--- config.mk ---
export PLATFORM = sky130hd
export DESIGN_NAME = tlp_mac
export DESIGN_NICKNAME = d
export VERILOG_FILES = /design/src/sv/tlp_pkg.sv /design/src/sv/tlp_mac.sv
export SDC_FILE = /design/constraint.sdc
export NUM_CORES = 1
export LEC_CHECK = 0
export ABC_AREA = 1
export BUFFER_PORTS_ARGS = -buffer_cell sky130_fd_sc_hd__buf_2
export CAP_MARGIN = 10
export CORE_MARGIN = 2
export CORE_UTILIZATION = 64
export CTS_CLUSTER_SIZE = 40
export DETAILED_ROUTE_END_ITERATION = 10
export GPL_ROUTABILITY_DRIVEN = 0
export PLACE_DENSITY = 0.92
export SYNTH_ARGS = -nofsm -noshare
export SYNTH_HDL_FRONTEND = slang
export SYNTH_SLANG_ARGS = --single-unit
--- constraint.sdc ---
create_clock -name i_clk -period 19.3 [get_ports i_clk]
set_clock_uncertainty 0.15 [all_clocks]
set_input_delay 3.86 -clock i_clk [delete_from_list [all_inputs] [get_ports i_clk]]
set_output_delay 3.86 -clock i_clk [all_outputs]
set_load 0.01 [all_outputs]
--- src/sv/tlp_pkg.sv ---
package tlp_pkg;

    localparam int DATA_W    = 16;
    localparam int ACT_W     = 3;
    localparam int IDX_W     = 6;
    localparam int CNT_W     = 7;
    localparam int OCNT_W    = 5;
    localparam int ROW_W     = CNT_W;
    localparam int ACC_W     = 48;
    localparam int OIDX_W    = 4;
    localparam int REG_IDX_W = 2;

    localparam int CNT_MAX  = 2 ** CNT_W - 1;
    localparam int OCNT_MAX = 2 ** OCNT_W - 1;
    localparam int DATA_MAX = 2 ** (DATA_W - 1) - 1;
    localparam int DATA_MIN = -(2 ** (DATA_W - 1));

    localparam int RST_INPUT_COUNT  = 64;
    localparam int RST_HIDDEN_COUNT = 64;
    localparam int RST_OUTPUT_COUNT = 16;

    localparam logic [ACT_W-1:0] ACT_LOAD_W1    = 3'd0;
    localparam logic [ACT_W-1:0] ACT_LOAD_B1    = 3'd1;
    localparam logic [ACT_W-1:0] ACT_LOAD_W2    = 3'd2;
    localparam logic [ACT_W-1:0] ACT_LOAD_B2    = 3'd3;
    localparam logic [ACT_W-1:0] ACT_LOAD_INPUT = 3'd4;
    localparam logic [ACT_W-1:0] ACT_EVAL       = 3'd5;

    localparam logic [REG_IDX_W-1:0] REG_INPUT_COUNT  = 2'd0;
    localparam logic [REG_IDX_W-1:0] REG_HIDDEN_COUNT = 2'd1;
    localparam logic [REG_IDX_W-1:0] REG_OUTPUT_COUNT = 2'd2;

    typedef logic signed [DATA_W-1:0] t_data;

    typedef struct packed {
        logic             valid;
        logic             layer2;
        logic             first;
        logic             last;
        logic [ROW_W-1:0] row;
        logic [ROW_W-1:0] col;
    } t_rd;

    typedef struct packed {
        logic             valid;
        logic             layer2;
        logic             first;
        logic             last;
        logic [ROW_W-1:0] row;
    } t_tag;

    typedef struct packed {
        logic             valid;
        logic             layer2;
        logic [ROW_W-1:0] row;
        t_data            value;
    } t_res;

endpackage

--- src/sv/tlp_mac.sv ---
module tlp_mac
    import tlp_pkg::*;
#(
    parameter int FRAC_BITS = 8
)
(
    input  logic  i_clk,
    input  logic  i_rst_n,
    input  logic  i_adv,
    input  t_tag  i_tag,
    input  t_data i_a,
    input  t_data i_b,
    input  t_data i_bias,
    output t_res  o_res,
    output logic  o_busy
);

    localparam logic signed [ACC_W-1:0] ROUND  = ACC_W'((64'(1) << FRAC_BITS) >> 1);
    localparam logic signed [ACC_W-1:0] SAT_HI = ACC_W'(DATA_MAX);
    localparam logic signed [ACC_W-1:0] SAT_LO = ACC_W'(DATA_MIN);
    localparam t_data DMAX = DATA_W'(DATA_MAX);
    localparam t_data DMIN = DATA_W'(DATA_MIN);

    t_tag                      r_s2_tag, r_s3_tag, r_s4_tag;
    logic signed [2*DATA_W-1:0] r_prod;
    t_data                     r_s2_bias;
    logic signed [ACC_W-1:0]   r_acc, n_acc;
    logic signed [ACC_W-1:0]   r_scaled;
    t_data                     n_value;

    always_comb begin
        if (r_s2_tag.first) begin
            n_acc = (ACC_W'(r_s2_bias) <<< FRAC_BITS) + ACC_W'(r_prod);
        end else begin
            n_acc = r_acc + ACC_W'(r_prod);
        end
    end

    always_comb begin
        if (r_s4_tag.layer2) begin
            if (r_scaled > SAT_HI) begin
                n_value = DMAX;
            end else if (r_scaled < SAT_LO) begin
                n_value = DMIN;
            end else begin
                n_value = r_scaled[DATA_W-1:0];
            end
        end else begin
            if (r_scaled <= 0) begin
                n_value = '0;
            end else if (r_scaled > SAT_HI) begin
                n_value = DMAX;
            end else begin
                n_value = r_scaled[DATA_W-1:0];
            end
        end
    end

    always_ff @(posedge i_clk) begin
        if (!i_rst_n) begin
            r_s2_tag <= '0;
            r_s3_tag <= '0;
            r_s4_tag <= '0;
        end else if (i_adv) begin
            r_s2_tag <= i_tag;
            r_s3_tag <= r_s2_tag;
            r_s4_tag <= {r_s3_tag.valid && r_s3_tag.last, r_s3_tag.layer2, r_s3_tag.first,
                         r_s3_tag.last, r_s3_tag.row};
        end
    end

    always_ff @(posedge i_clk) begin
        if (i_adv) begin
            r_prod    <= i_a * i_b;
            r_s2_bias <= i_bias;
            if (r_s2_tag.valid) begin
                r_acc <= n_acc;
            end
            r_scaled <= (r_acc + ROUND) >>> FRAC_BITS;
        end
    end

    always_comb begin
        o_res.valid  = r_s4_tag.valid;
        o_res.layer2 = r_s4_tag.layer2;
        o_res.row    = r_s4_tag.row;
        o_res.value  = n_value;
        o_busy       = r_s2_tag.valid || r_s3_tag.valid || r_s4_tag.valid;
    end

endmodule

==> impl_metrics.env <==
export IMPL_hold_buffers=0
export IMPL_cts_tree="yes"
export IMPL_period_minus_slack_ps=9590
export IMPL_max_freq_ghz=0.104
export IMPL_synth_top_area_share_pct=22.7
export IMPL_finalSetupViolations=0
export IMPL_die_y_microns=195
export IMPL_dp_slack_ps=9250
export IMPL_worstPathArrival_ps=9650
export IMPL_vias=20800
export IMPL_initial_utilization_pct=65.3
export IMPL_drt_iter0_markers=2161
export IMPL_netlist_top_cells_count="972 x nand2_1, 801 x inv_1, 264 x fa_1"
export IMPL_seq_area_frac_synth_pct=20.1
export IMPL_ys_top_cells_by_area="fa_1 23%, edfxtp_1 18%, nand2_1 16%"
export IMPL_final_max_slew_viol_count=0
export IMPL_cts_buffer_depth=2
export IMPL_finalNonFillerCells=3767
export IMPL_fp_row_count=69
export IMPL_synth_warnings=0
export IMPL_relSlewSlack_pct=27.2
export IMPL_ys_flop_type="edfxtp_1"
export IMPL_io_pins=88
export IMPL_required_ps=19360
export IMPL_place_inst=3735
export IMPL_nNetsFinal=3773
export IMPL_yosys_area_top_type="fa_1"
export IMPL_via_per_inst=5.53
export IMPL_drcViolationCount=0
export IMPL_antennaDiodeCount=0
export IMPL_totalWireLength_microns=61100
export IMPL_tns_ps=0
export IMPL_yosysMostFrequentCell="nand2_1"
export IMPL_ant_nets=0
export IMPL_crit_fanout=16
export IMPL_synth_seq_cells=166
export IMPL_cts_sinks=166
export IMPL_drive_above_1_share_pct=4.93
export IMPL_yosysUniqueCellTypes=44
export IMPL_die_w_microns=195
export IMPL_h_tree_depth=4
export IMPL_root_buffer="clkbuf_16"
export IMPL_clkLatencyLatePin_ps=450
export IMPL_drt_pass1_iter_count=7
export IMPL_worst_pin_slew_ps=1090
export IMPL_final_setup_worst_slack_ps=9710
export IMPL_cts_buffers_inserted=17
export IMPL_syn_inst=3263
export IMPL_hpwl_microns=49400
export IMPL_post_cts_setup_buffers=0
export IMPL_min_period_over_period_pct=49.7
export IMPL_cap_violations=0
export IMPL_hold_viol=0
export IMPL_grt_pass1_wl_microns=101000
export IMPL_area_growth_pct=5.57
export IMPL_io_buffer_count=87
export IMPL_grt_overflow_total=0
export IMPL_critPathLaunchType="input port"
export IMPL_synth_edf_count=136
export IMPL_path_clk_slew_ps=80
export IMPL_cp_end_kind="flop"
export IMPL_grt_pass1_vias=20900
export IMPL_status="finished clean"
export IMPL_core_area_sq_mm=0.0357
export IMPL_track_usage_pct=33.1
export IMPL_dieArea_sq_mm=0.0380
export IMPL_async_reset_ff_share_pct=0
export IMPL_grt_max_degree=85
export IMPL_path_class="in -> reg"
export IMPL_rsz0062_at_grt="no"
export IMPL_synthesis_nets=3743
export IMPL_ctsResizeCount=0
export IMPL_routedWlPerCell_microns=16.2
export IMPL_hold_class="reg -> reg"
export IMPL_antenna_found_initial=0
export IMPL_netlist_area_sq_mm=0.0233
export IMPL_syn_avg_cell_area_sq_um=7.15
final timing paths:
path / from / to / slack, ps / cells past startpoint
setup / recovery: i_a[15] / r_prod[31]$_DFFE_PP_ / 9710 / 23
hold / removal: r_s2_tag[4]$_SDFFE_PN0P_ / r_s3_tag[4]$_SDFFE_PN0P_ / 330 / 2
setup reg to reg: r_prod[31]$_DFFE_PP_ / r_acc[33]$_DFFE_PP_ / 16110 / 9
hold reg to reg: r_s2_tag[4]$_SDFFE_PN0P_ / r_s3_tag[4]$_SDFFE_PN0P_ / 330 / 2
routing by layer:
metal	routed length, microns	vias to the layer above	global-route usage (%)
li1	-	9875	-
met1	21900	9581	39.3
met2	30300	1117	58.3
met3	5360	268	3.90
met4	3550	0	19.1
met5	0	-	0
per-stage QoR:
step                hold WS, ps  utilization (%)  instance area [sq um]
floorplan                   299                -                  23300
detailed placement          318             67.3                  24100
global route                366             68.9                  24600
CTS                         336             68.9                  24600
global placement            308             67.3                  24100
finish                      329             68.9                  24600
cells by family (layout without fill, tap and decap cells):
family / after synthesis / in the layout / share of synthesized area [%]
AND/OR/NAND/NOR: 1487 / 1487 / 26.4
AO/OA/AOI/OAI: 216 / 216 / 4.96
adder cells (fa/ha/maj): 418 / 418 / 30.9
flip-flops: 166 / 166 / 20.1
multiplexers: 1 / 1 / 0.0429
buffers and inverters: 887 / 930 / 14.3
XOR/XNOR: 88 / 88 / 3.34
flip-flops by register name, indices dropped and copies added, names as in the netlist:
| signal | cells |
|---|---|
| r_acc | 48 |
| r_scaled | 40 |
| r_prod | 32 |
| r_s2_bias | 16 |
| r_s2_tag | 11 |
| r_s3_tag | 10 |
| o_res | 9 |
critical path: stages:
cell	delay (ps)
buf_2	320
nand2_1	210
fa_1	570
inv_1	70
fa_1	940
inv_1	200
fa_1	560
inv_1	50
fa_1	480
fa_1	550
inv_1	60
fa_1	520
inv_1	40
ha_1	350
nand2_1	130
o21ai_0	240
nand2_1	80
nand3b_1	90
nor2_1	50
nand2_1	90
inv_1	60
nand2_1	60
nand2_1	40
placed cells by master (no fill, tap or decap), drive strengths merged, types with 10 or more instances in the layout:
| master | Yosys | layout |
|---|---|---|
| a21o | 10 | 10 |
| a21oi | 101 | 101 |
| buf | 6 | 90 |
| clkbuf | 73 | 18 |
| dfxtp | 30 | 30 |
| edfxtp | 136 | 136 |
| fa | 264 | 264 |
| ha | 154 | 154 |
| inv | 807 | 814 |
| nand2 | 980 | 980 |
| nand3 | 132 | 132 |
| nand4 | 48 | 48 |
| nor2 | 253 | 253 |
| nor3 | 36 | 36 |
| nor4 | 14 | 14 |
| o21ai | 85 | 85 |
| o21bai | 12 | 12 |
| or2 | 10 | 10 |
| xnor2 | 27 | 27 |
| xor2 | 61 | 61 |
layout make-up:
class	instances	area (sq um)
Timing Repair Buffer	90	460
Tap cell	461	577
Sequential cell	166	4680
Clock inverter	14	136
Fill cell	2742	11100
Clock buffer	18	429
Inverter	808	3030
Multi-Input combinational cell	2210	15300
Power is not shown: default switching activity piles up to over one toggle a cycle in this logic, so the estimate is an artifact.
