--- src/sv/tlp_pkg.sv ---
package tlp_pkg;

    localparam int DATA_W    = 16;
    localparam int ACT_W     = 3;
    localparam int IDX_W     = 6;
    localparam int CNT_W     = 7;
    localparam int OCNT_W    = 5;
    localparam int ROW_W     = CNT_W;
    localparam int ACC_W     = 48;
    localparam int OIDX_W    = 4;
    localparam int REG_IDX_W = 2;

    localparam int CNT_MAX  = 2 ** CNT_W - 1;
    localparam int OCNT_MAX = 2 ** OCNT_W - 1;
    localparam int DATA_MAX = 2 ** (DATA_W - 1) - 1;
    localparam int DATA_MIN = -(2 ** (DATA_W - 1));

    localparam int RST_INPUT_COUNT  = 64;
    localparam int RST_HIDDEN_COUNT = 64;
    localparam int RST_OUTPUT_COUNT = 16;

    localparam logic [ACT_W-1:0] ACT_LOAD_W1    = 3'd0;
    localparam logic [ACT_W-1:0] ACT_LOAD_B1    = 3'd1;
    localparam logic [ACT_W-1:0] ACT_LOAD_W2    = 3'd2;
    localparam logic [ACT_W-1:0] ACT_LOAD_B2    = 3'd3;
    localparam logic [ACT_W-1:0] ACT_LOAD_INPUT = 3'd4;
    localparam logic [ACT_W-1:0] ACT_EVAL       = 3'd5;

    localparam logic [REG_IDX_W-1:0] REG_INPUT_COUNT  = 2'd0;
    localparam logic [REG_IDX_W-1:0] REG_HIDDEN_COUNT = 2'd1;
    localparam logic [REG_IDX_W-1:0] REG_OUTPUT_COUNT = 2'd2;

    typedef logic signed [DATA_W-1:0] t_data;

    typedef struct packed {
        logic             valid;
        logic             layer2;
        logic             first;
        logic             last;
        logic [ROW_W-1:0] row;
        logic [ROW_W-1:0] col;
    } t_rd;

    typedef struct packed {
        logic             valid;
        logic             layer2;
        logic             first;
        logic             last;
        logic [ROW_W-1:0] row;
    } t_tag;

    typedef struct packed {
        logic             valid;
        logic             layer2;
        logic [ROW_W-1:0] row;
        t_data            value;
    } t_res;

endpackage

--- src/sv/tlp_seq.sv ---
module tlp_seq
    import tlp_pkg::*;
(
    input  logic              i_clk,
    input  logic              i_rst_n,
    input  logic              i_adv,
    input  logic              i_start,
    input  logic              i_pipe_empty,
    input  logic [CNT_W-1:0]  i_in_cnt,
    input  logic [CNT_W-1:0]  i_hid_cnt,
    input  logic [OCNT_W-1:0] i_out_cnt,
    output t_rd               o_rd,
    output logic              o_busy
);

    localparam logic [2:0] S_IDLE   = 3'd0;
    localparam logic [2:0] S_L1     = 3'd1;
    localparam logic [2:0] S_DRAIN1 = 3'd2;
    localparam logic [2:0] S_L2     = 3'd3;
    localparam logic [2:0] S_DRAIN2 = 3'd4;

    logic [2:0]       r_state, n_state;
    logic [ROW_W-1:0] r_row, n_row;
    logic [ROW_W-1:0] r_col, n_col;
    logic [ROW_W-1:0] ncol, nrow;
    logic             col_end, row_end;

    always_comb begin
        ncol    = (r_state == S_L2) ? i_hid_cnt : i_in_cnt;
        nrow    = (r_state == S_L2) ? CNT_W'(i_out_cnt) : i_hid_cnt;
        col_end = (r_col == ncol - 1'b1);
        row_end = (r_row == nrow - 1'b1);
    end

    always_comb begin
        o_rd.valid  = (r_state inside {S_L1, S_L2});
        o_rd.layer2 = (r_state == S_L2);
        o_rd.first  = (r_col == '0);
        o_rd.last   = col_end;
        o_rd.row    = r_row;
        o_rd.col    = r_col;
        o_busy      = (r_state != S_IDLE);
    end

    always_comb begin
        n_state = r_state;
        n_row   = r_row;
        n_col   = r_col;
        case (r_state)
            S_IDLE: begin
                if (i_start) begin
                    n_state = S_L1;
                    n_row   = '0;
                    n_col   = '0;
                end
            end
            S_L1, S_L2: begin
                if (i_adv) begin
                    if (col_end) begin
                        n_col = '0;
                        if (row_end) begin
                            n_row   = '0;
                            n_state = (r_state == S_L1) ? S_DRAIN1 : S_DRAIN2;
                        end else begin
                            n_row = r_row + 1'b1;
                        end
                    end else begin
                        n_col = r_col + 1'b1;
                    end
                end
            end
            S_DRAIN1: begin
                if (i_pipe_empty) begin
                    n_state = S_L2;
                end
            end
            S_DRAIN2: begin
                if (i_pipe_empty) begin
                    n_state = S_IDLE;
                end
            end
            default: begin
                n_state = S_IDLE;
            end
        endcase
    end

    always_ff @(posedge i_clk) begin
        if (!i_rst_n) begin
            r_state <= S_IDLE;
            r_row   <= '0;
            r_col   <= '0;
        end else begin
            r_state <= n_state;
            r_row   <= n_row;
            r_col   <= n_col;
        end
    end

endmodule

--- config.mk ---
export PLATFORM = sky130hd
export DESIGN_NAME = tlp_seq
export DESIGN_NICKNAME = d
export VERILOG_FILES = /design/src/sv/tlp_pkg.sv /design/src/sv/tlp_seq.sv
export SDC_FILE = /design/constraint.sdc
export NUM_CORES = 1
export LEC_CHECK = 0
export BUFFER_PORTS_ARGS = -buffer_cell sky130_fd_sc_hd__buf_2
export CORE_MARGIN = 4
export CORE_UTILIZATION = 49
export CTS_BUF_LIST = sky130_fd_sc_hd__clkbuf_8
export DETAILED_ROUTE_END_ITERATION = 8
export GPL_ROUTABILITY_DRIVEN = 0
export PLACE_DENSITY = 0.78
export SYNTH_ARGS = -nofsm -noshare
export SYNTH_HDL_FRONTEND = slang
export SYNTH_SLANG_ARGS = --single-unit
--- constraint.sdc ---
create_clock -name i_clk -period 3.1 [get_ports i_clk]
set_input_delay 0.62 -clock i_clk [delete_from_list [all_inputs] [get_ports i_clk]]
set_output_delay 0.62 -clock i_clk [all_outputs]
set_load 0.01 [all_outputs]
==> results of run 1 <==
metal layers:
layer  up-vias  GRT usage (%)  part of all wire [%]
li1        868              -                     -
met1       783           28.1                    48
met2        51           32.5                    46
met3         5           2.91                   4.9
met4         0           6.48                   1.1
met5         -              0                     0
power by group through the flow:
stage / sequential [mW] / combinational (mW) / clock (mW)
global route: 0.223 / 0.145 / 0.178
finish: 0.223 / 0.132 / 0.166
global placement: 0.227 / 0.116 / 0
detailed placement: 0.227 / 0.118 / 0
floorplan: 0.227 / 0.0722 / 0
CTS: 0.223 / 0.119 / 0.171
cell type report:
type	instances	area (sq um)
tap	44	55.1
timing repair buffer	60	345
sequential	17	342
multi-input combinational	166	1230
clock buffer	3	41.3
inverter	16	60.1
fill	271	1020
clock inverter	1	3.75
cell families (layout without fill, tap and decap cells):
| kind of cell | Yosys count | after routing | share of synthesized area, % |
|---|---|---|---|
| AND/OR/NAND/NOR | 84 | 84 | 30.6 |
| AO/OA/AOI/OAI | 46 | 46 | 18.9 |
| flip-flops | 17 | 17 | 21.2 |
| XOR/XNOR | 19 | 19 | 10.8 |
| multiplexers | 12 | 12 | 7.62 |
| adder cells (fa/ha/maj) | 5 | 5 | 3.89 |
| buffers and inverters | 26 | 80 | 7.08 |
worst min-delay path by stage:
stage / cells past startpoint / end
CTS: 2 / r_row[1]$_SDFFE_PN0P_
floorplan: 1 / r_col[2]$_SDFFE_PN0P_
global placement: 2 / r_row[1]$_SDFFE_PN0P_
finish: 2 / r_row[1]$_SDFFE_PN0P_
global route: 2 / r_row[1]$_SDFFE_PN0P_
detailed placement: 2 / r_row[1]$_SDFFE_PN0P_
metrics by stage:
step | power, mW | hold slack (ns) | setup TNS (ns)
after floorplan | 0.299 | 0.549 | 0
after global placement | 0.344 | 0.531 | 0
after detailed placement | 0.346 | 0.533 | 0
after CTS | 0.513 | 0.542 | 0
after global routing | 0.546 | 0.608 | -0.126
final | 0.521 | 0.538 | 0
worst max-delay path, stage by stage, from the launching register on:
cell and delay, ns:
sky130_fd_sc_hd__dfxtp_2 0.33, sky130_fd_sc_hd__nand3b_4 0.19, sky130_fd_sc_hd__mux2i_4 0.29, sky130_fd_sc_hd__ha_4 0.18
sky130_fd_sc_hd__nor3b_4 0.18, sky130_fd_sc_hd__xnor2_1 0.14, sky130_fd_sc_hd__mux2i_1 0.10, sky130_fd_sc_hd__xnor2_1 0.15
sky130_fd_sc_hd__nor4_2 0.31, sky130_fd_sc_hd__and2_1 0.19, sky130_fd_sc_hd__buf_2 0.13
flip-flops by register name (all words and copies together) (netlist names):
register,count
r_col,7
r_row,7
r_state,3
synth_stat cells, types with 6 or more instances:
cell	n
sky130_fd_sc_hd__and2_1	6
sky130_fd_sc_hd__nor3_1	14
sky130_fd_sc_hd__nand3_1	11
sky130_fd_sc_hd__mux2i_1	10
sky130_fd_sc_hd__nor2_1	10
sky130_fd_sc_hd__nand2_1	14
sky130_fd_sc_hd__xnor2_1	13
sky130_fd_sc_hd__nor2b_1	6
sky130_fd_sc_hd__dfxtp_1	17
sky130_fd_sc_hd__a21oi_1	6
sky130_fd_sc_hd__inv_1	15
sky130_fd_sc_hd__o21ai_0	14
timing repair:
action / 4_1_cts / 5_1_grt
gates resized for setup: 2 / 13
setup endpoints to repair: 1 / 1
setup buffers: 0 / 4
pin swaps: 0 / 5
hold buffers: 0 / 0
==> impl_metrics.tcl, run 1 <==
set metrics [dict create \
    run_status "completed" \
    drc_errors 0 \
    timing.final.ws_setup_ns 0.0354 \
    place_inst 299 \
    postSynthAreaPerCell_sq_um 7.70 \
    detail_route.iter0.violations 123 \
    synth_ff_type "sky130_fd_sc_hd__dfxtp_1" \
    clock_latency_ns 0.25 \
    height_of_the_chip_um 65.3 \
    min-delay-start "r_row[1]$_SDFFE_PN0P_" \
    netSwitchingFraction_pct 29.0 \
    final_cell_count_without_fillers 307 \
    finalCoreUtilization_pct 67.0 \
    cts-buffers-inserted 3 \
    top_cell_type_by_total_area_after_synthesis "sky130_fd_sc_hd__dfxtp_1" \
    post_dp_cell_area_sq_mm 0.00193 \
    critical_path.reg2reg.startpoint "r_state[0]$_SDFFE_PN0P_" \
    critical_path_peak_fanout 6 \
    coreArea_sq_mm 0.00310 \
    maxCapViolations 0 \
    dr.pass1.iters 4 \
    initial_core_utilization_pct 51.9 \
    tightest_slew_ns 0.500 \
    postRouteWirelength_um 4320 \
    final-setup-viol-count 0 \
    maximum_number_of_pins_on_one_net_before_global_route_repair 15 \
    placement.io_buffers 42 \
    synth_largest_type_area_fraction_pct 21.2 \
    total_switching_power_mw 0.151 \
    synthesis.area_sq_mm 0.00161 \
    ys_seq_elements 17 \
    synth_edf_count 0 \
    antenna_cells_inserted 0 \
    hp-class "register to register" \
    wire_per_inst_um 14.1 \
    ir_drop_mv 0.175 \
    clock_path_buffers 2 \
    power.combinational.fraction_pct 25.4 \
    route.antenna.remaining_nets 0 \
    via_per_inst 5.56 \
    grt_first_pass_wirelength_um 6960 \
    fin_area_sq_mm 0.00208 \
    synth_nets 238 \
    cellInternalPower_mw 0.370 \
    slew_headroom_pct 66.7 \
    crit_end "o_rd[14]" \
    vias_in_the_first_global_route 1574 \
    globalRouteOverflowTotal 0 \
    maxClockFrequency_mhz 326 \
    cts_root_buf "sky130_fd_sc_hd__clkbuf_8" \
    num-nets-final 293 \
    clk_pin_slew_ns 0.06 \
    synthTopCellsByArea "sky130_fd_sc_hd__dfxtp_1 21%, sky130_fd_sc_hd__xnor2_1 7.1%, sky130_fd_sc_hd__mux2i_1 6.2%" \
    num_vias 1707 \
    rr_endpoint "r_row[4]$_SDFFE_PN0P_" \
    yosys.cell_types.count 55 \
    grt_use_total_pct 20.4 \
    leading_cell_type_in_the_layout_fill_and_taps_excluded "sky130_fd_sc_hd__buf_2" \
    width_of_the_die_um 65.3 \
    relative_area_change_from_synthesis_to_final_layout_pct 29.2 \
    setup.worst_path.start "r_state[2]$_SDFFE_PN0P_" \
    cp.arrival_ns 2.44 \
    path_class "register to output port" \
    clockPowerShare_pct 31.8 \
    place_worst_setup_slack_ns 0.0693 \
    rsz0062_at_grt "true" \
    critPathCaptureType "output port" \
    ctsHtreeMaxLevel 1 \
    critical_path.startpoint_type "register" \
    r2r_slack_ns 0.17 \
    design.portCount 43 \
    layout-drive-gt1-share_pct 31.6 \
    report.final.slew_viol_count 0 \
    hold_viol 0 \
    seq_power_share_pct 42.8 \
    post-route-period-util_pct 98.9 \
    mostFrequentLayoutCells "42 x sky130_fd_sc_hd__buf_2, 18 x sky130_fd_sc_hd__buf_4, 16 x sky130_fd_sc_hd__inv_1, 16 x sky130_fd_sc_hd__dfxtp_1" \
    worstPathRequired_ns 2.48 \
    num_rows 20 \
    yosys_warnings 0 \
    synth-seq-area-share_pct 21.2 \
    num_clock_sinks 17 \
    synth_cells 209 \
    powerDensity_mw_per_mm2 250 \
    initial_antenna_violation_count 0 \
    dieArea_sq_mm 0.00426 \
    finalClockSkew_ns 0.00217 \
    hpwlAfterDp_um 3230 \
    postSynth.asyncResetShare_pct 0 \
    timing.reg2reg.worst_path_depth 14 \
    min_period_ns 3.06 \
    tritoncts "done" \
    power.static_leakage_nw 0.895 \
]
(Power assumes the default switching activity.)
==> run 2: changes to the inputs <==
--- a/config.mk
+++ b/config.mk
@@ -5,13 +5,15 @@
 export SDC_FILE = /design/constraint.sdc
 export NUM_CORES = 1
 export LEC_CHECK = 0
+export ABC_AREA = 1
 export BUFFER_PORTS_ARGS = -buffer_cell sky130_fd_sc_hd__buf_2
+export CAP_MARGIN = 20
 export CORE_MARGIN = 4
-export CORE_UTILIZATION = 49
+export CORE_UTILIZATION = 51
 export CTS_BUF_LIST = sky130_fd_sc_hd__clkbuf_8
 export DETAILED_ROUTE_END_ITERATION = 8
 export GPL_ROUTABILITY_DRIVEN = 0
-export PLACE_DENSITY = 0.78
+export PLACE_DENSITY = 0.79
 export SYNTH_ARGS = -nofsm -noshare
 export SYNTH_HDL_FRONTEND = slang
 export SYNTH_SLANG_ARGS = --single-unit
==> run 2 against run 1 <==
Core utilization shrank 5.6 points; count of clock-buffer cells in the layout unchanged; flip-flop and latch count is the same; non-clock buffer count fell by 13; register-to-register slack gained 0.39 ns; area after synthesis up 21%; critical path depth up 3; routed wire length grew 15%; combinational power rose to 5.7 times the previous value; die area is 14% higher; final cell count is 40% higher; critical endpoint unchanged.
==> impl_metrics.tcl, run 2 <==
set metrics [dict create \
    hpwlAfterDp_um 3960 \
    coreArea_sq_mm 0.00366 \
    setup_tns_ns 0 \
    route.antenna.remaining_nets 0 \
    cp.arrival_ns 2.26 \
    power.static_leakage_nw 1.16 \
    post-route-period-util_pct 92.9 \
    rsz0062_at_grt "false" \
    tightest_slew_ns 0.512 \
    synthTopCellsByArea "sky130_fd_sc_hd__nand2_1 25%, sky130_fd_sc_hd__dfxtp_1 17%, sky130_fd_sc_hd__inv_1 8.7%" \
    synth-seq-area-share_pct 17.5 \
    postRouteWirelength_um 4960 \
    critical_path.startpoint_type "register" \
    postSynthAreaPerCell_sq_um 5.74 \
    initial_antenna_violation_count 0 \
    via_per_inst 5.02 \
    timing.critical_path.slowest_cell_delay_ns 0.38 \
    n_fill_cell 382 \
    synth_ff_type "sky130_fd_sc_hd__dfxtp_1" \
    dr.pass1.iters 4 \
    synthesis.area_sq_mm 0.00195 \
    layout.area.seq_sq_um 347 \
    finalClockSkew_ns 0.00579 \
    synth_nets 368 \
    wire_per_inst_um 11.5 \
    timing.critical_path.buf_inv 2 \
    place_inst 425 \
    synth_largest_type_area_fraction_pct 24.9 \
    ctsHtreeMaxLevel 1 \
    maximum_number_of_pins_on_one_net_before_global_route_repair 21 \
    ir_drop_mv 0.535 \
    critical_path_peak_fanout 6 \
    dieArea_sq_mm 0.00487 \
    width_of_the_die_um 69.8 \
    initial_core_utilization_pct 53.1 \
    worstPathRequired_ns 2.48 \
    timing.hold.ws_ns 0.492 \
    num_vias 2163 \
    leading_cell_type_in_the_layout_fill_and_taps_excluded "sky130_fd_sc_hd__nand2_1" \
    grt_use_total_pct 21.4 \
    powerDensity_mw_per_mm2 539 \
    final_cell_count_without_fillers 431 \
    multi_input_comb_area_sq_mm 0.00137 \
    layout-drive-gt1-share_pct 22.5 \
    num_rows 22 \
    top_cell_type_by_total_area_after_synthesis "sky130_fd_sc_hd__nand2_1" \
    final-setup-viol-count 0 \
    maxCapViolations 0 \
    timing.critical_path.max_delay_family "simple AND/OR/NAND/NOR gates" \
    path_class "register to output port" \
    antenna_cells_inserted 0 \
    largest_registers "r_col x7, r_row x7, r_state x3" \
    post-synth-top-count-cell "sky130_fd_sc_hd__nand2_1" \
    height_of_the_chip_um 69.8 \
    tritoncts "done" \
    post_synth_most_frequent_cells "129 x sky130_fd_sc_hd__nand2_1, 45 x sky130_fd_sc_hd__inv_1, 29 x sky130_fd_sc_hd__nand3_1" \
    critPathCaptureType "output port" \
    cts_root_buf "sky130_fd_sc_hd__clkbuf_8" \
    report.power.total_mw 1.21 \
    min_period_ns 2.88 \
    report.final.slew_viol_count 0 \
    yosys_warnings 0 \
    placement.io_buffers 42 \
    run_status "completed" \
    yosys.cell_types.count 29 \
    slew_headroom_pct 65.9 \
    synth_cells 339 \
    hp-class "register to register" \
    relative_area_change_from_synthesis_to_final_layout_pct 15.5 \
    num_clock_sinks 17 \
    ys_seq_elements 17 \
    num-nets-final 413 \
    critical-path-slowest-cell "sky130_fd_sc_hd__dfxtp_4" \
    hold_viol 0 \
    clk_pin_slew_ns 0.07 \
    clock_path_buffers 2 \
    drc_errors 0 \
    vias_in_the_first_global_route 2054 \
    globalRouteOverflowTotal 0 \
    postSynth.asyncResetShare_pct 0 \
    maxClockFrequency_mhz 347 \
    clock_latency_ns 0.27 \
    mostFrequentLayoutCells "129 x sky130_fd_sc_hd__nand2_1, 45 x sky130_fd_sc_hd__inv_1, 42 x sky130_fd_sc_hd__buf_2, 29 x sky130_fd_sc_hd__nand3_1, 20 x sky130_fd_sc_hd__nor2_1" \
    timing.critical_path.cells "buf_4 -> nand3_4 -> nand2_1 -> nand2_2 -> ha_1 -> xor2_1 -> nand2_1 -> nor2_1 -> nand3_1 -> nor2_2 -> nand2_2 -> nor2_4 -> buf_2" \
    detail_route.iter0.violations 147 \
    design.portCount 43 \
    grt_first_pass_wirelength_um 8820 \
    cts-buffers-inserted 3 \
    synth_edf_count 0 \
]
## run 2: cell types whose count changed after synthesis, sizes merged, moves of 7 or more
cell | before | now
mux2i | 10 | 0
a21oi | 6 | 17
inv | 16 | 47
nor2 | 10 | 32
nand3 | 12 | 31
o21ai | 15 | 5
nand2 | 14 | 141
xnor2 | 14 | 2
xor2 | 5 | 12
## run 2: power by group
group / switching [mW] / total [mW] / internal [mW] / leakage, nW
registers: 0.0465 / 0.293 / 0.246 / 0.139
logic: 0.489 / 0.747 / 0.257 / 0.995
clock network: 0.0833 / 0.173 / 0.0897 / 0.0255
total: 0.619 / 1.21 / 0.593 / 1.16
## run 2: path summary, 6_finish.rpt
path | startpoint | cells after the start | end | slack, ns
max reg2reg | r_state[1]$_SDFFE_PN0P_ | 18 | r_state[1]$_SDFFE_PN0P_ | 0.56
min | r_row[5]$_SDFFE_PN0P_ | 2 | r_row[5]$_SDFFE_PN0P_ | 0.49
max | r_state[1]$_SDFFE_PN0P_ | 13 | o_rd[14] | 0.22
min reg2reg | r_row[5]$_SDFFE_PN0P_ | 2 | r_row[5]$_SDFFE_PN0P_ | 0.49
## run 2: worst register-to-register path, cell delays in order (launching register included)
cell and delay, ns:
sky130_fd_sc_hd__dfxtp_4 0.38, sky130_fd_sc_hd__buf_4 0.15, sky130_fd_sc_hd__nand3_4 0.10, sky130_fd_sc_hd__buf_4 0.22, sky130_fd_sc_hd__nand2_1 0.10, sky130_fd_sc_hd__nand2_1 0.09
sky130_fd_sc_hd__ha_1 0.30, sky130_fd_sc_hd__xor2_1 0.14, sky130_fd_sc_hd__nand2_1 0.06, sky130_fd_sc_hd__nor2_1 0.14, sky130_fd_sc_hd__nand2_1 0.08, sky130_fd_sc_hd__nor2_1 0.08
sky130_fd_sc_hd__nand3_1 0.11, sky130_fd_sc_hd__nor2_4 0.16, sky130_fd_sc_hd__nand2_1 0.08, sky130_fd_sc_hd__nand2_2 0.07, sky130_fd_sc_hd__nand3_1 0.07, sky130_fd_sc_hd__nand2_1 0.07
sky130_fd_sc_hd__nor2_1 0.03
## run 2: final cells by class
type / count / share of cell area, %
sequential: 17 / 15.4
clock buffer: 3 / 1.84
inverter: 47 / 7.85
clock inverter: 1 / 0.223
timing repair buffer: 47 / 11.0
tap: 48 / 2.67
multi-input combinational: 268 / 61.0
## run 2: layer usage
layer  GRT usage, %  up-vias  share of wire, %
met3           2.61       11               5.1
met5              0        -                 0
met1           29.3      945                47
met4           8.72        0               2.1
met2           33.8       58                46
li1               -     1149                 -
## run 2: metrics by stage
step                utilization (%)  setup slack, ns  instance area (sq um)
floorplan                         -            0.606                   1950
global placement               59.4            0.351                   2170
detailed placement             59.4            0.266                   2170
CTS                            60.7           0.0285                   2220
global route                   61.4           0.0138                   2250
finish                         61.4            0.221                   2250
## run 2: what timing repair did
action | 4_1_cts | 5_1_grt
setup endpoints to repair | 0 | 1
buffers inserted | 0 | 2
hold buffers | 0 | 0
gates resized for setup | 0 | 6
## run 2: cells by family after synthesis
logic type / count (synthesis) / synth area share, %
AND/OR/NAND/NOR: 221 / 52.0
flip-flops: 17 / 17.5
adder cells (fa/ha/maj): 5 / 3.22
XOR/XNOR: 14 / 6.30
AO/OA/AOI/OAI: 28 / 8.62
buffers and inverters: 54 / 12.3
==> run 3: changes to the inputs <==
--- a/config.mk
+++ b/config.mk
@@ -8,6 +8,7 @@
 export ABC_AREA = 1
 export BUFFER_PORTS_ARGS = -buffer_cell sky130_fd_sc_hd__buf_2
 export CAP_MARGIN = 20
+export CORE_ASPECT_RATIO = 1.75
 export CORE_MARGIN = 4
 export CORE_UTILIZATION = 51
 export CTS_BUF_LIST = sky130_fd_sc_hd__clkbuf_8
==> run 3 against run 2 <==
Combinational power about the same; count of clock-buffer cells in the layout did not move; core utilization down 0.68 points; largest cell class unchanged; total power grew 0.34%; sequential power hardly changed.
==> impl_metrics.tcl, run 3 (synthesized netlist as in run 2, its figures left out) <==
set metrics [dict create \
    cp.arrival_ns 2.33 \
    via_per_inst 5.12 \
    maxClockFrequency_mhz 339 \
    timing.critical_path.slowest_cell_delay_ns 0.40 \
    min-delay-start "r_row[5]$_SDFFE_PN0P_" \
    num_rows 29 \
    powerDensity_mw_per_mm2 547 \
    timing.critical_path.cells "buf_4 -> nand3_4 -> nand2_1 -> nand2_2 -> ha_1 -> xor2_1 -> nand2_1 -> nor2_1 -> nand3_1 -> nor2_1 -> nand2_2 -> nor2_4 -> buf_2" \
    clockPowerShare_pct 14.4 \
    place_inst 423 \
    globalRouteOverflowTotal 0 \
    coreArea_sq_mm 0.00366 \
    placement.io_buffers 42 \
    mostFrequentLayoutCells "129 x sky130_fd_sc_hd__nand2_1, 45 x sky130_fd_sc_hd__inv_1, 42 x sky130_fd_sc_hd__buf_2, 29 x sky130_fd_sc_hd__nand3_1, 21 x sky130_fd_sc_hd__nor2_1" \
    cts.repair_timing.setup_buffer_count 0 \
    r2r_slack_ns 0.47 \
    finalClockSkew_ns 0.00213 \
    route.antenna.remaining_nets 0 \
    cts-buffers-inserted 3 \
    post-route-period-util_pct 95.2 \
    slew_headroom_pct 61.0 \
    rsz0062_at_grt "false" \
    maxCapViolations 0 \
    dieArea_sq_mm 0.00491 \
    hold_viol 0 \
    setup_tns_ns 0 \
    cellInternalPower_mw 0.590 \
    run_status "completed" \
    post_dp_cell_area_sq_mm 0.00217 \
    power.static_leakage_nw 1.15 \
    hpwlAfterDp_um 4200 \
    seq_power_share_pct 24.1 \
    min_period_ns 2.95 \
    clock_path_buffers 2 \
    ctsHtreeMaxLevel 1 \
    ir_drop_mv 0.413 \
    drc_errors 0 \
    num-nets-final 411 \
    timing.reg2reg.worst_path_depth 17 \
    initial_antenna_violation_count 0 \
    antenna_cells_inserted 0 \
    cts_hold_repair.buffers 0 \
    width_of_the_die_um 54.7 \
    clk_pin_slew_ns 0.07 \
    num_vias 2187 \
    critical_path.startpoint_type "register" \
    postRouteWirelength_um 5130 \
    cts_resized 0 \
    final-setup-viol-count 0 \
    grt_first_pass_wirelength_um 8390 \
    critical_path.reg2reg.startpoint "r_state[1]$_SDFFE_PN0P_" \
    cts_root_buf "sky130_fd_sc_hd__clkbuf_8" \
    critPathCaptureType "output port" \
    power.combinational.fraction_pct 61.4 \
    maximum_number_of_pins_on_one_net_before_global_route_repair 21 \
    tightest_slew_ns 0.585 \
    n_fill_cell 388 \
    layout-drive-gt1-share_pct 21.8 \
    height_of_the_chip_um 89.7 \
    report.power.total_mw 1.22 \
    leading_cell_type_in_the_layout_fill_and_taps_excluded "sky130_fd_sc_hd__nand2_1" \
    path_class "register to output port" \
    design.portCount 43 \
    netSwitchingFraction_pct 51.5 \
    hp-class "register to register" \
    critical_path_peak_fanout 6 \
    worstPathRequired_ns 2.48 \
    hold_end "r_row[5]$_SDFFE_PN0P_" \
    report.final.slew_viol_count 0 \
    vias_in_the_first_global_route 2013 \
    critical-path-slowest-cell "sky130_fd_sc_hd__dfxtp_2" \
    tritoncts "done" \
    fin_area_sq_mm 0.00222 \
    num_clock_sinks 17 \
    wire_per_inst_um 12.0 \
    grt_use_total_pct 22.2 \
    initial_core_utilization_pct 53.1 \
    dr.pass1.iters 4 \
    relative_area_change_from_synthesis_to_final_layout_pct 14.3 \
    largest_registers "r_col x7, r_row x7, r_state x3" \
    detail_route.iter0.violations 59 \
    clock_latency_ns 0.26 \
    total_switching_power_mw 0.626 \
    final_cell_count_without_fillers 427 \
    rr_endpoint "r_state[2]$_SDFFE_PN0P_" \
    min_path_cells 2 \
]
[run 3: critical path, delay by kind of cell, from the launching register on]
kind          cells  cell delay [ns]
simple gates      9             0.91
fa+ha+maj         1             0.30
flops             1             0.40
buf+inv           2             0.33
xor+xnor          1             0.13
[run 3: per-stage QoR]
| step | hold WS, ns | setup slack [ns] | util (%) |
|---|---|---|---|
| 2_1_floorplan | 0.501 | 0.606 | - |
| 3_3_place_gp | 0.467 | 0.338 | 59.3 |
| 3_5_place_dp | 0.480 | 0.309 | 59.3 |
| 4_1_cts | 0.490 | 0.0493 | 60.5 |
| 5_1_grt | 0.514 | 0.00444 | 60.7 |
| 6_report | 0.487 | 0.150 | 60.7 |
[run 3: worst max path at each step]
stage	from	to	slack (ns)	depth (start not counted)
after floorplan	i_hid_cnt[0]	o_rd[14]	0.61	13
after global placement	i_hid_cnt[0]	o_rd[14]	0.34	14
after detailed placement	i_hid_cnt[0]	o_rd[14]	0.31	14
after CTS	r_state[0]$_SDFFE_PN0P_	o_rd[14]	0.05	14
after global routing	r_state[1]$_SDFFE_PN0P_	o_rd[14]	0.004	13
final	r_state[1]$_SDFFE_PN0P_	o_rd[14]	0.15	13
[run 3: area by class of cell]
cell class                 count  area, sq um  area share (%)
clock buffer                   3         41.3            1.86
timing repair buffer          45          233            10.5
sequential                    17          344            15.5
tap                           46         57.6            2.59
multi-input combinational    268         1370            61.5
inverter                      47          176            7.93
clock inverter                 1         5.00           0.225
[run 3: power groups by stage]
stage / clock [mW] / combinational [mW] / sequential [mW]
after floorplan: 0 / 0.609 / 0.269
after CTS: 0.177 / 0.751 / 0.289
after detailed placement: 0 / 0.749 / 0.292
after global placement: 0 / 0.735 / 0.293
after global routing: 0.188 / 0.841 / 0.297
final: 0.175 / 0.747 / 0.294
[run 3: metal layers]
metal	vias to the layer above	part of all wire (%)	track usage, %	wire, um
li1	1141	-	-	-
met1	990	36	22.4	1860
met2	41	57	41.7	2910
met3	15	3.8	3.15	194
met4	0	3.2	8.52	164
met5	-	0	0	0
